===== config.mk =====
export PLATFORM = sky130hd
export DESIGN_NAME = rvm_queue
export DESIGN_NICKNAME = d
export VERILOG_FILES = /design/src/rtl/core/rvm_pkg.sv /design/src/rtl/core/rvm_queue.sv
export SDC_FILE = /design/constraint.sdc
export NUM_CORES = 1
export LEC_CHECK = 0
export ABC_AREA = 1
export BUFFER_PORTS_ARGS = -buffer_cell sky130_fd_sc_hd__buf_2
export CAP_MARGIN = 25
export CORE_UTILIZATION = 60
export DETAILED_ROUTE_END_ITERATION = 10
export HOLD_SLACK_MARGIN = 0.03
export PLACE_DENSITY = 0.82
export SYNTH_ARGS = -nofsm -noshare
export SYNTH_HDL_FRONTEND = slang
export SYNTH_SLANG_ARGS = --single-unit

===== constraint.sdc =====
create_clock -name clock -period 6.6 [get_ports clock]
set_clock_uncertainty 0.2 [all_clocks]
set_input_delay 1.32 -clock clock [delete_from_list [all_inputs] [get_ports clock]]
set_output_delay 1.32 -clock clock [all_outputs]
set_load 0.01 [all_outputs]

===== src/rtl/core/rvm_pkg.sv =====
package rvm_pkg;

   // Default sizes of the sample store, phase accumulator and gain format.
   localparam int STORE_DEPTH_DEF = 16384;
   localparam int PHASE_BITS_DEF  = 20;
   localparam int GAIN_SHIFT_DEF  = 16;

   // Widest phase and store address that the parameter ranges allow.
   localparam int PHASE_MAX_W = 24;
   localparam int ADDR_MAX_W  = 21;

   // Depth of the word queue between the front and back parts.
   localparam int QUEUE_DEPTH = 4;
   localparam int QUEUE_PTR_W = $clog2(QUEUE_DEPTH);

   // Register reset values.
   localparam logic [13:0] SPEED_WHOLE_RST   = 14'd1;
   localparam logic [19:0] SPEED_PART_RST    = 20'd0;
   localparam logic [14:0] GAIN_RST          = 15'd16384;
   localparam logic        STEREO_SOURCE_RST = 1'b1;
   localparam logic        EIGHT_BIT_RST     = 1'b0;
   localparam logic        LOOPING_RST       = 1'b0;
   localparam logic [14:0] FRAME_COUNT_RST   = 15'd16384;

   // Input word commands.
   typedef enum logic [1:0] {
      CMD_WRITE = 2'd0,
      CMD_MIX   = 2'd1,
      CMD_SEEK  = 2'd2
   } cmd_type;

   // Register indexes on the configuration port.
   typedef enum logic [2:0] {
      REG_SPEED_WHOLE   = 3'd0,
      REG_SPEED_PART    = 3'd1,
      REG_RIGHT_GAIN    = 3'd2,
      REG_LEFT_GAIN     = 3'd3,
      REG_STEREO_SOURCE = 3'd4,
      REG_EIGHT_BIT     = 3'd5,
      REG_LOOPING       = 3'd6,
      REG_FRAME_COUNT   = 3'd7
   } reg_idx_type;

   // All configuration registers as one group.
   typedef struct packed {
      logic [13:0] speed_whole;
      logic [19:0] speed_part;
      logic [14:0] right_gain;
      logic [14:0] left_gain;
      logic        stereo_source;
      logic        eight_bit;
      logic        looping;
      logic [14:0] frame_count;
   } cfg_type;

   // One mix word on its way from the front part to the back part.
   typedef struct packed {
      logic               ended;
      logic signed [15:0] in_left;
      logic signed [15:0] in_right;
      logic signed [15:0] smp_left;
      logic signed [15:0] smp_right;
   } mix_item_type;

   // Turns a raw store word into a signed 16-bit sample. An unsigned byte
   // minus 128, moved up by 8 bits, is the byte with its top bit flipped.
   function automatic logic signed [15:0] to_pcm(input logic [15:0] word,
                                                  input logic eight_bit);
      logic signed [15:0] pcm;
      if (eight_bit) begin
         pcm = {~word[7], word[6:0], 8'd0};
      end else begin
         pcm = word;
      end
      return pcm;
   endfunction

endpackage


===== src/rtl/core/rvm_queue.sv =====
module rvm_queue (
   input  logic                  clock,
   input  logic                  reset,
   input  logic                  push,
   input  rvm_pkg::mix_item_type push_item,
   output logic                  full,
   input  logic                  pop,
   output logic                  not_empty,
   output rvm_pkg::mix_item_type head_item
);

   rvm_pkg::mix_item_type         slot_ff [rvm_pkg::QUEUE_DEPTH];
   logic [rvm_pkg::QUEUE_PTR_W-1:0] wr_ptr_ff, wr_ptr_in;
   logic [rvm_pkg::QUEUE_PTR_W-1:0] rd_ptr_ff, rd_ptr_in;
   logic [rvm_pkg::QUEUE_PTR_W:0]   count_ff, count_in;
   logic                          do_push, do_pop;

   // Status from the registered fill count.
   assign full      = count_ff == (rvm_pkg::QUEUE_PTR_W + 1)'(rvm_pkg::QUEUE_DEPTH);
   assign not_empty = count_ff != '0;
   assign do_push   = push && !full;
   assign do_pop    = pop && not_empty;
   assign head_item = slot_ff[rd_ptr_ff];

   // Pointer and count update; a push and a pop may share a cycle.
   always_comb begin
      wr_ptr_in = do_push ? wr_ptr_ff + 1'b1 : wr_ptr_ff;
      rd_ptr_in = do_pop ? rd_ptr_ff + 1'b1 : rd_ptr_ff;
      count_in  = count_ff;
      if (do_push && !do_pop) begin
         count_in = count_ff + 1'b1;
      end else if (do_pop && !do_push) begin
         count_in = count_ff - 1'b1;
      end
   end

   always_ff @(posedge clock) begin
      if (reset) begin
         wr_ptr_ff <= '0;
         rd_ptr_ff <= '0;
         count_ff  <= '0;
      end else begin
         wr_ptr_ff <= wr_ptr_in;
         rd_ptr_ff <= rd_ptr_in;
         count_ff  <= count_in;
      end
   end

   // Entry storage.
   always_ff @(posedge clock) begin
      if (do_push) begin
         slot_ff[wr_ptr_ff] <= push_item;
      end
   end

endmodule


==> qor.csv <==
stage,metric,value,unit
outcome,status,"complete, no violations",
sta,RSZ-0062 raised after global routing,no,
clock_network,cts hold-fix bufs,0,
clock_network,total CTS buffers,26,
worst_setup_path,"Max FO, Critical Path",90,
worst_setup_path,Worst path slowest cell,buf_4,
layout,"Core Util, Final",0.722,
worst_hold_path,worst hold path startpoint,rd_ptr_ff[1]$_SDFFE_PP0P_,
detailed_routing,drt initial violations,551,
sta,Final Cycle Share,0.635,
synth,synthesized net count,773,
layout,area delta synth->final,15.9,%
die,total core area,16800,um2
synth,async set or reset register ratio after synthesis,0,
worst_setup_path,"reg-to-reg slack, setup",3800,ps
worst_setup_path,crit path DAT,2670,ps
clock_network,CTS tree,built,
placed_design,hpwl dp,11900,um
grt,Global Route Usage Sum,0.235,
grt,largest net degree at the start of global routing,91,
synth,Synth Area in Simple Gates,0.0742,
detailed_routing,DR WL/cell,19.7,um
synth,yosys warns,0,
synth,Post-synth EDFFs,260,
detailed_routing,antenna-violating nets left,0,
sta,achievable frequency,0.239,GHz
worst_setup_path,Worst Path Buf+Inv,2,
synth,complex-gate fraction of the synthesized area,0.117,
synth,Synth area leaders,"edfxtp_1, nor2_1, o21ai_0, o22ai_1, o22ai_2",
worst_hold_path,hold crit path type,register to register,
layout,register area,7990,um2
synth,largest family of logic cells by synthesized area,compound AO/OA/AOI/OAI gates,
layout,# fillers,1063,
worst_hold_path,Worst Hold Depth,2,
clock_network,CTS H-tree depth,1,
sta,final critical-path required period,4190,ps
pwr,Tot Pwr,4.71,mW
synth,mux cell area share after synthesis,0,
synth,Netlist cell types,24,
detailed_routing,DRC,0,
worst_setup_path,r2r worst-path depth,5,
synth,post-synthesis sequential area ratio,0.765,
sta,Final Hold Viols,0,
detailed_routing,length of the first detailed-routing pass in iterations,5,
sta,Rel. slew slack,0.440,
placed_design,GP Congestion,0.735,
synth,top post-synthesis cells by count,"edfxtp_1, nor2_1, o21ai_0",
clock_network,clock transition at the registers of the reported paths,60,ps
grt,first-pass GRT wire length,32400,um
pwr,leakage,4.24,nW
worst_setup_path,max incr delay on CP,750,ps
grt,vias in the first global route,6153,
synth,Yosys top cell area share,0.748,
die,Die Area,17900,um2
synth,Post-Syn Instances,698,
synth,"Cell Area, Synth",10400,um2
grt,final global-route overflow total,0,
worst_setup_path,critical path capture point type,output pin,
synth,synthesized area per cell,15.0,um2
worst_setup_path,Critical Path Start Type,register,
clock_network,"Clk Latency, worst-skew pair",510,ps
run,Max Cap Violations,0,
sta,Setup Total Neg Slack,0,ps
synth,#FFs+latches synth,269,
synth,xor/xnor cell area share of the yosys netlist,0.000839,
clock_network,clk sinks,269,
worst_setup_path,WS Path Type,register to output pin,
worst_setup_path,"Cell Chain, Critical Path","buf_4, o21ai_0, o22ai_1, buf_2",
synth,"count leader, synth",edfxtp_1,
detailed_routing,final WL,21100,um
die,num rows,47,
clock_network,Root Buffer,clkbuf_16,
die,Die Height,134,um
synth,Post-Synth Adder-Cell Area,0.00791,
sta,measured slew at the worst slew-check pin,840,ps
die,# IOs,136,
die,die width,134,um
worst_setup_path,Critical R2R Launch,count_ff[0]$_SDFFE_PP0P_,
clock_network,postcts setup bufs,0,
clock_network,Clock Tree Buf Depth,3,
grt,initial antenna violation count,1,
synth,Synth area leader,edfxtp_1,
detailed_routing,vias per cell,5.79,
sta,Setup Viol. Count Final,0,
worst_setup_path,Worst Path Required,5080,ps
layout,share of cells above drive strength 1,0.276,
pwr,Pwr Density,389,nW/um2
layout,nets,904,
worst_setup_path,r2r endpoint,slot_ff[2][26]$_DFFE_PP_,
sta,Pins Over Slew Limit,0,
layout,area of the multi-input gates,2120,um2
clock_network,PostCTS Resize Cnt,0,
pwr,Worst VDD drop,312,uV
die,Initial Utilization,0.623,
worst_setup_path,CP top delay family,buffers and inverters,
synth,most used flip-flop cell after synthesis,edfxtp_1,
placed_design,Buffers on Ports,135,
detailed_routing,via count,6200,
cell usage in the layout, fill, tap and decap left out, drive strengths merged, types with 9 or more instances in the layout:
| master | synthesis | final |
|---|---|---|
| dfxtp | 9 | 9 |
| o22ai | 65 | 65 |
| edfxtp | 260 | 260 |
| nor2 | 144 | 144 |
| o21ai | 131 | 131 |
| inv | 17 | 17 |
| clkinv | 0 | 13 |
| clkbuf | 17 | 32 |
| nand2 | 15 | 15 |
| buf | 25 | 145 |
cell type report:
| type | instances | share of cell area |
|---|---|---|
| multi-input combinational | 370 | 0.175 |
| inverter | 17 | 0.00569 |
| timing repair buffer | 145 | 0.0675 |
| tap | 220 | 0.0228 |
| clock buffer | 32 | 0.0574 |
| antenna | 1 | 0.000207 |
| sequential | 269 | 0.661 |
| clock inverter | 16 | 0.0106 |
worst max-delay path by stage:
stage / startpoint / end / slack, ps / cells past startpoint
floorplan: push / slot_ff[0][0]$_DFFE_PP_ / 1760 / 2
global placement: push / slot_ff[3][44]$_DFFE_PP_ / 2840 / 4
detailed placement: push / slot_ff[0][41]$_DFFE_PP_ / 2830 / 4
CTS: register / head_item[61] / 2410 / 4
global route: register / head_item[61] / 2240 / 4
finish: register / head_item[17] / 2410 / 4
power by group:
| group | internal, mW | switching (mW) |
|---|---|---|
| Combinational | 0.390 | 0.755 |
| Sequential | 2.08 | 0.0764 |
| Clock | 0.824 | 0.587 |
| Total | 3.29 | 1.42 |
flip-flops by register name (all words and copies together) (netlist names), named ones only:
name       flops
slot_ff      260
rd_ptr_ff      2
count_ff       3
wr_ptr_ff      2
kinds of logic (layout without fill, tap and decap cells):
logic type / count (synthesis) / after routing
DFF: 269 / 269
xor gates and xnor gates: 1 / 1
AOI/OAI and AO/OA: 199 / 199
adders and majority gates: 6 / 6
buffers and inverters: 59 / 210
other: 0 / 1
and+or+nand+nor: 164 / 164
metrics by stage:
step | setup slack (ps) | hold slack [ps] | std cells | instance area [um2]
2_1_floorplan | 1760 | 259 | 698 | 10400
3_3_place_gp | 2840 | 276 | 1017 | 11200
3_5_place_dp | 2830 | 302 | 1020 | 11200
4_1_cts | 2410 | 316 | 1068 | 12100
5_1_grt | 2240 | 363 | 1069 | 12100
6_report | 2410 | 322 | 1070 | 12100
worst reg2reg max path, delay by kind of cell, from the launching register on:
| family | cells | cell delay, ps |
|---|---|---|
| buffers and inverters | 1 | 710 |
| DFF | 1 | 410 |
| and+or+nand+nor | 4 | 1080 |
layer usage:
| metal | GRT usage | vias up | wire length, um |
|---|---|---|---|
| met5 | 0 | - | 10 |
| met1 | 0.317 | 3043 | 8550 |
| li1 | - | 2886 | - |
| met3 | 0.0423 | 30 | 1370 |
| met2 | 0.397 | 239 | 10800 |
| met4 | 0.0619 | 2 | 318 |
Power figures use the tool's default switching activity.
