==> src/rtl/core/rvm_pkg.sv <==
package rvm_pkg;

   // Default sizes of the sample store, phase accumulator and gain format.
   localparam int STORE_DEPTH_DEF = 16384;
   localparam int PHASE_BITS_DEF  = 20;
   localparam int GAIN_SHIFT_DEF  = 16;

   // Widest phase and store address that the parameter ranges allow.
   localparam int PHASE_MAX_W = 24;
   localparam int ADDR_MAX_W  = 21;

   // Depth of the word queue between the front and back parts.
   localparam int QUEUE_DEPTH = 4;
   localparam int QUEUE_PTR_W = $clog2(QUEUE_DEPTH);

   // Register reset values.
   localparam logic [13:0] SPEED_WHOLE_RST   = 14'd1;
   localparam logic [19:0] SPEED_PART_RST    = 20'd0;
   localparam logic [14:0] GAIN_RST          = 15'd16384;
   localparam logic        STEREO_SOURCE_RST = 1'b1;
   localparam logic        EIGHT_BIT_RST     = 1'b0;
   localparam logic        LOOPING_RST       = 1'b0;
   localparam logic [14:0] FRAME_COUNT_RST   = 15'd16384;

   // Input word commands.
   typedef enum logic [1:0] {
      CMD_WRITE = 2'd0,
      CMD_MIX   = 2'd1,
      CMD_SEEK  = 2'd2
   } cmd_type;

   // Register indexes on the configuration port.
   typedef enum logic [2:0] {
      REG_SPEED_WHOLE   = 3'd0,
      REG_SPEED_PART    = 3'd1,
      REG_RIGHT_GAIN    = 3'd2,
      REG_LEFT_GAIN     = 3'd3,
      REG_STEREO_SOURCE = 3'd4,
      REG_EIGHT_BIT     = 3'd5,
      REG_LOOPING       = 3'd6,
      REG_FRAME_COUNT   = 3'd7
   } reg_idx_type;

   // All configuration registers as one group.
   typedef struct packed {
      logic [13:0] speed_whole;
      logic [19:0] speed_part;
      logic [14:0] right_gain;
      logic [14:0] left_gain;
      logic        stereo_source;
      logic        eight_bit;
      logic        looping;
      logic [14:0] frame_count;
   } cfg_type;

   // One mix word on its way from the front part to the back part.
   typedef struct packed {
      logic               ended;
      logic signed [15:0] in_left;
      logic signed [15:0] in_right;
      logic signed [15:0] smp_left;
      logic signed [15:0] smp_right;
   } mix_item_type;

   // Turns a raw store word into a signed 16-bit sample. An unsigned byte
   // minus 128, moved up by 8 bits, is the byte with its top bit flipped.
   function automatic logic signed [15:0] to_pcm(input logic [15:0] word,
                                                  input logic eight_bit);
      logic signed [15:0] pcm;
      if (eight_bit) begin
         pcm = {~word[7], word[6:0], 8'd0};
      end else begin
         pcm = word;
      end
      return pcm;
   endfunction

endpackage

==> src/rtl/core/rvm_back.sv <==
module rvm_back #(
   parameter int GAIN_SHIFT = rvm_pkg::GAIN_SHIFT_DEF
) (
   input  logic                  clock,
   input  logic                  reset,
   input  rvm_pkg::cfg_type      cfg,
   input  logic                  q_not_empty,
   input  rvm_pkg::mix_item_type q_item,
   output logic                  q_pop,
   output logic                  rsp_valid,
   input  logic                  rsp_stall,
   output logic signed [15:0]    rsp_mix_out_left,
   output logic signed [15:0]    rsp_mix_out_right,
   output logic                  rsp_ended
);

   localparam logic [19:0] GAIN_MAX = 20'd1 << (GAIN_SHIFT - 2);

   // Gains clipped at one quarter.
   logic [14:0]        gain_l_ff, gain_r_ff;
   // Multiply stage.
   logic               a_valid_ff;
   logic               a_ended_ff;
   logic signed [15:0] a_in_l_ff, a_in_r_ff;
   logic signed [31:0] a_prod_l_ff, a_prod_r_ff;
   // Output register.
   logic               out_valid_ff;
   logic               out_ended_ff;
   logic signed [15:0] out_l_ff, out_r_ff, out_l_in, out_r_in;

   logic               advance;
   logic signed [31:0] shift_l, shift_r;
   logic signed [16:0] sum_l, sum_r;

   // Clip the gains once per cycle so the multiply sees a plain register.
   always_ff @(posedge clock) begin
      gain_l_ff <= ({5'd0, cfg.left_gain} > GAIN_MAX) ? GAIN_MAX[14:0] : cfg.left_gain;
      gain_r_ff <= ({5'd0, cfg.right_gain} > GAIN_MAX) ? GAIN_MAX[14:0] : cfg.right_gain;
   end

   // The pipeline moves unless a finished word is held by the consumer.
   assign advance = !(out_valid_ff && rsp_stall);
   assign q_pop   = q_not_empty && advance;

   always_ff @(posedge clock) begin
      if (reset) begin
         a_valid_ff   <= 1'b0;
         out_valid_ff <= 1'b0;
      end else if (advance) begin
         a_valid_ff   <= q_not_empty;
         out_valid_ff <= a_valid_ff;
      end
   end

   // Scale both sides.
   always_ff @(posedge clock) begin
      if (advance) begin
         a_ended_ff  <= q_item.ended;
         a_in_l_ff   <= q_item.in_left;
         a_in_r_ff   <= q_item.in_right;
         a_prod_l_ff <= $signed({1'b0, gain_l_ff}) * q_item.smp_left;
         a_prod_r_ff <= $signed({1'b0, gain_r_ff}) * q_item.smp_right;
      end
   end

   // Floor shift of the product, add to the stream and saturate; ended words pass unchanged.
   assign shift_l = a_prod_l_ff >>> GAIN_SHIFT;
   assign shift_r = a_prod_r_ff >>> GAIN_SHIFT;
   assign sum_l   = {a_in_l_ff[15], a_in_l_ff} + shift_l[16:0];
   assign sum_r   = {a_in_r_ff[15], a_in_r_ff} + shift_r[16:0];

   always_comb begin
      if (a_ended_ff) begin
         out_l_in = a_in_l_ff;
         out_r_in = a_in_r_ff;
      end else begin
         out_l_in = (sum_l[16] == sum_l[15]) ? sum_l[15:0] : {sum_l[16], {15{~sum_l[16]}}};
         out_r_in = (sum_r[16] == sum_r[15]) ? sum_r[15:0] : {sum_r[16], {15{~sum_r[16]}}};
      end
   end

   always_ff @(posedge clock) begin
      if (advance) begin
         out_ended_ff <= a_ended_ff;
         out_l_ff     <= out_l_in;
         out_r_ff     <= out_r_in;
      end
   end

   assign rsp_valid         = out_valid_ff;
   assign rsp_ended         = out_ended_ff;
   assign rsp_mix_out_left  = out_l_ff;
   assign rsp_mix_out_right = out_r_ff;

endmodule

==> config.mk <==
export PLATFORM = sky130hd
export DESIGN_NAME = rvm_back
export DESIGN_NICKNAME = d
export VERILOG_FILES = /design/src/rtl/core/rvm_pkg.sv /design/src/rtl/core/rvm_back.sv
export SDC_FILE = /design/constraint.sdc
export NUM_CORES = 1
export LEC_CHECK = 0
export BUFFER_PORTS_ARGS = -buffer_cell sky130_fd_sc_hd__buf_4
export CAP_MARGIN = 20
export CORE_UTILIZATION = 35
export DETAILED_ROUTE_END_ITERATION = 6
export SLEW_MARGIN = 10
export SYNTH_ARGS = -nofsm -noshare
export SYNTH_HDL_FRONTEND = slang
export SYNTH_SLANG_ARGS = --single-unit
==> constraint.sdc <==
create_clock -name clock -period 14 [get_ports clock]
set_input_delay 2.8 -clock clock [delete_from_list [all_inputs] [get_ports clock]]
set_output_delay 2.8 -clock clock [all_outputs]
set_load 0.1 [all_outputs]
==> impl_results.md <==
- Status: finished clean
- Layout cells sized above 1: 8.063%
- Top FF cell, synth: edfxtp_1
- Grt ovf: 0
- Max Fanout on Critical Path: 15
- First-pass GRT wire length: 86950 um
- Leak pwr: 11.89 nW
- Commonest cells after routing, fill and taps aside: inv_1, fa_1, nand2_1, ha_1, and2_1
- Async S/R FF share, synth: 0%
- Netlist cell types: 66
- Core area: 61710 um2
- Final-report setup violation count: 0
- Fmax: 120.0 MHz
- NetSw: 2.136 mW
- Fillers: 6132
- Sequential share of power: 16.4%
- Final setup TNS: 0 ps
- Slew @ Worst Pin: 892.4 ps
- Layout Nets: 3172
- Die Wd: 252.1 um
- CTS tree: yes
- Sw frac: 51.40%
- CTS Buffer Depth: 2
- Die ar.: 63560 um2
- Clk Latency, worst-skew pair: 470 ps
- Clk slew on worst S/H paths: 60 ps
- Io pins: 186
- H-Tree Depth: 4
- Peak VDD IR: 0.0001187 V
- Mapped cell area: 21900 um2
- Hold buffers post-CTS: 0
- Via/cell ratio: 4.843
- First-pass iteration count of the detailed router: 6
- Global Route Usage Sum: 17.44%
- WL per Instance: 16.22 um
- Worst hold path type: register to register
- Post-Route WL: 52620 um
- Vias in the first global route: 16880
- Post-CTS Setup Inserts: 0
- Die Y: 252.1 um
- Largest net degree at the start of global routing: 67
- Initial antenna violation count: 1
- Area of placed instances: 23660 um2
- PostCTS Resize Cnt: 0
- Crit path capture type: register
- CP Data Required Time: 14210 ps
- Max Slew Vio Count: 0
- RSZ-0062 raised after global routing: no
- Period utilisation layout: 59.51%
- Cells after Synth: 2318
- Iter 0 DRT Violations: 830
- Synthesized Nets: 3097
- HPWL Detailed: 41820 um
- EDFF count, synth: 98
- Critical path arrival: 8540 ps
- Combinational power share: 72.9%
- Syn Area/Cell: 9.446 um2
- Critical Path Start Type: input port
- RePlAce Congestion: 0.8787
- Synth Register Bits: 130
- Internal power: 2.019 mW
- Max_cap viols: 0
- Yosys warns: 0
- Post-route minimum period: 8332 ps
- Register area share after synthesis: 16.37%
- PD cells: 171.4 nW/um2
- DRC: 0
- Clock sinks: 130
- Num CTS Buffers: 17
- Clock skew: 16.77 ps
- Clk root buf: clkbuf_16
- Post-layout instance area: 24240 um2
- Power, Total: 4.155 mW
- Final Hold Fails: 0
- Clock power share: 10.7%
- DRT antenna net count: 0
- Area Overhead vs Synth: 10.69%
- Setup CP Type: input port to register
- Cell Rows: 91
- Routed vias: 15720
- Starting Density: 35.48%
- Worst slew margin: 40.43%
- IO Port Bufs: 133
- Most common cell after layout, fill and taps aside: inv_1
## synthesized netlist by cell type (all sizes together) (11+ instances only)
library cell	n	area share, %
o21ai	80	1.8
nand2	285	4.9
dfxtp	32	2.9
ha	268	15
nand2b	19	0.55
and2	226	6.5
xor2	17	0.68
nor3	11	0.27
edfxtp	98	13
nand4	12	0.34
xnor2	42	1.7
nor2b	50	1.4
fa	360	33
a21o	20	0.69
o211ai	14	0.57
inv	486	8.3
nor2	42	0.78
clkbuf	76	1.3
nand3	19	0.43
a21oi	68	1.6
## final cells by class
cell class | instances | area [um2] | share of cell area [%]
antenna | 2 | 5.005 | 0.02065
inverter | 486 | 1824 | 7.527
clock inverter | 14 | 142.6 | 0.5885
multi-input combinational | 1623 | 16190 | 66.80
clock buffer | 18 | 429.2 | 1.771
sequential | 130 | 3583 | 14.79
tap | 837 | 1047 | 4.321
timing repair buffer | 135 | 1013 | 4.182
## power by group through the flow
stage	Sequential (mW)	Combinational, mW	Clock (mW)
after floorplan	0.971	2.00	0
after global placement	0.688	2.98	0
after detailed placement	0.690	3.03	0
after CTS	0.682	3.06	0.458
after global routing	0.691	3.42	0.471
final	0.680	3.03	0.444
## state kept, by name, indices dropped and copies added, names as in the netlist
name	cells
a_in_l_ff	16
a_in_r_ff	16
a_prod_l_ff	16
a_prod_r_ff	16
rsp_mix_out_left	16
rsp_mix_out_right	16
gain_l_ff	15
gain_r_ff	15
a_ended_ff	1
a_valid_ff	1
rsp_ended	1
rsp_valid	1
## critical path, stage by stage
cell      delay [ps]
buf_4            240
nand2_1          120
fa_1             560
inv_1             50
fa_1             500
inv_1             60
fa_1             540
inv_1             60
fa_1             480
fa_1             490
inv_1             50
fa_1             490
inv_1             50
ha_1             310
nand4_1          180
nor3_1           300
o21ai_0          270
a41oi_2          320
nor2_2            90
o211ai_2         270
a21oi_1          140
xnor2_1          160
## cell families after synthesis
family | after synthesis | share of synthesized area (%)
AOI/OAI and AO/OA | 245 | 7.149
xor gates and xnor gates | 59 | 2.394
adders and majority gates | 633 | 48.47
buffers and inverters | 565 | 9.726
DFF | 130 | 16.37
muxes | 2 | 0.1028
and+or+nand+nor | 684 | 15.79
## metrics by stage
stage	cells	worst slack (ps)	hold WS, ps	utilization, %
after floorplan	2318	5389	424.4	-
after global placement	3211	5261	450.9	38.34
after detailed placement	3211	5215	477.4	38.34
after CTS	3243	5719	487.2	39.26
after global routing	3243	5363	523.9	39.26
final	3245	5668	488.2	39.27
## per-layer routing
metal  up-vias  share of wire, %  global-route usage [%]  routed length [um]
met3        63               5.7                   2.853                3023
met2       425                49                   30.56               26020
li1       7367                 -                       -                   -
met5         -                 0                       0                   0
met1      7862                43                   22.27               22820
met4         0               1.4                   4.398                 760
## worst paths after layout
check / start / endpoint / slack, ps / depth (start not counted)
hold / removal: a_valid_ff / a_valid_ff / 490 / 2
hold reg to reg: a_valid_ff / a_valid_ff / 490 / 2
setup / recovery: q_item[7] / a_prod_r_ff[24] / 5670 / 22
setup reg to reg: gain_r_ff[5] / a_prod_r_ff[24] / 7360 / 19
Power figures use the tool's default switching activity.
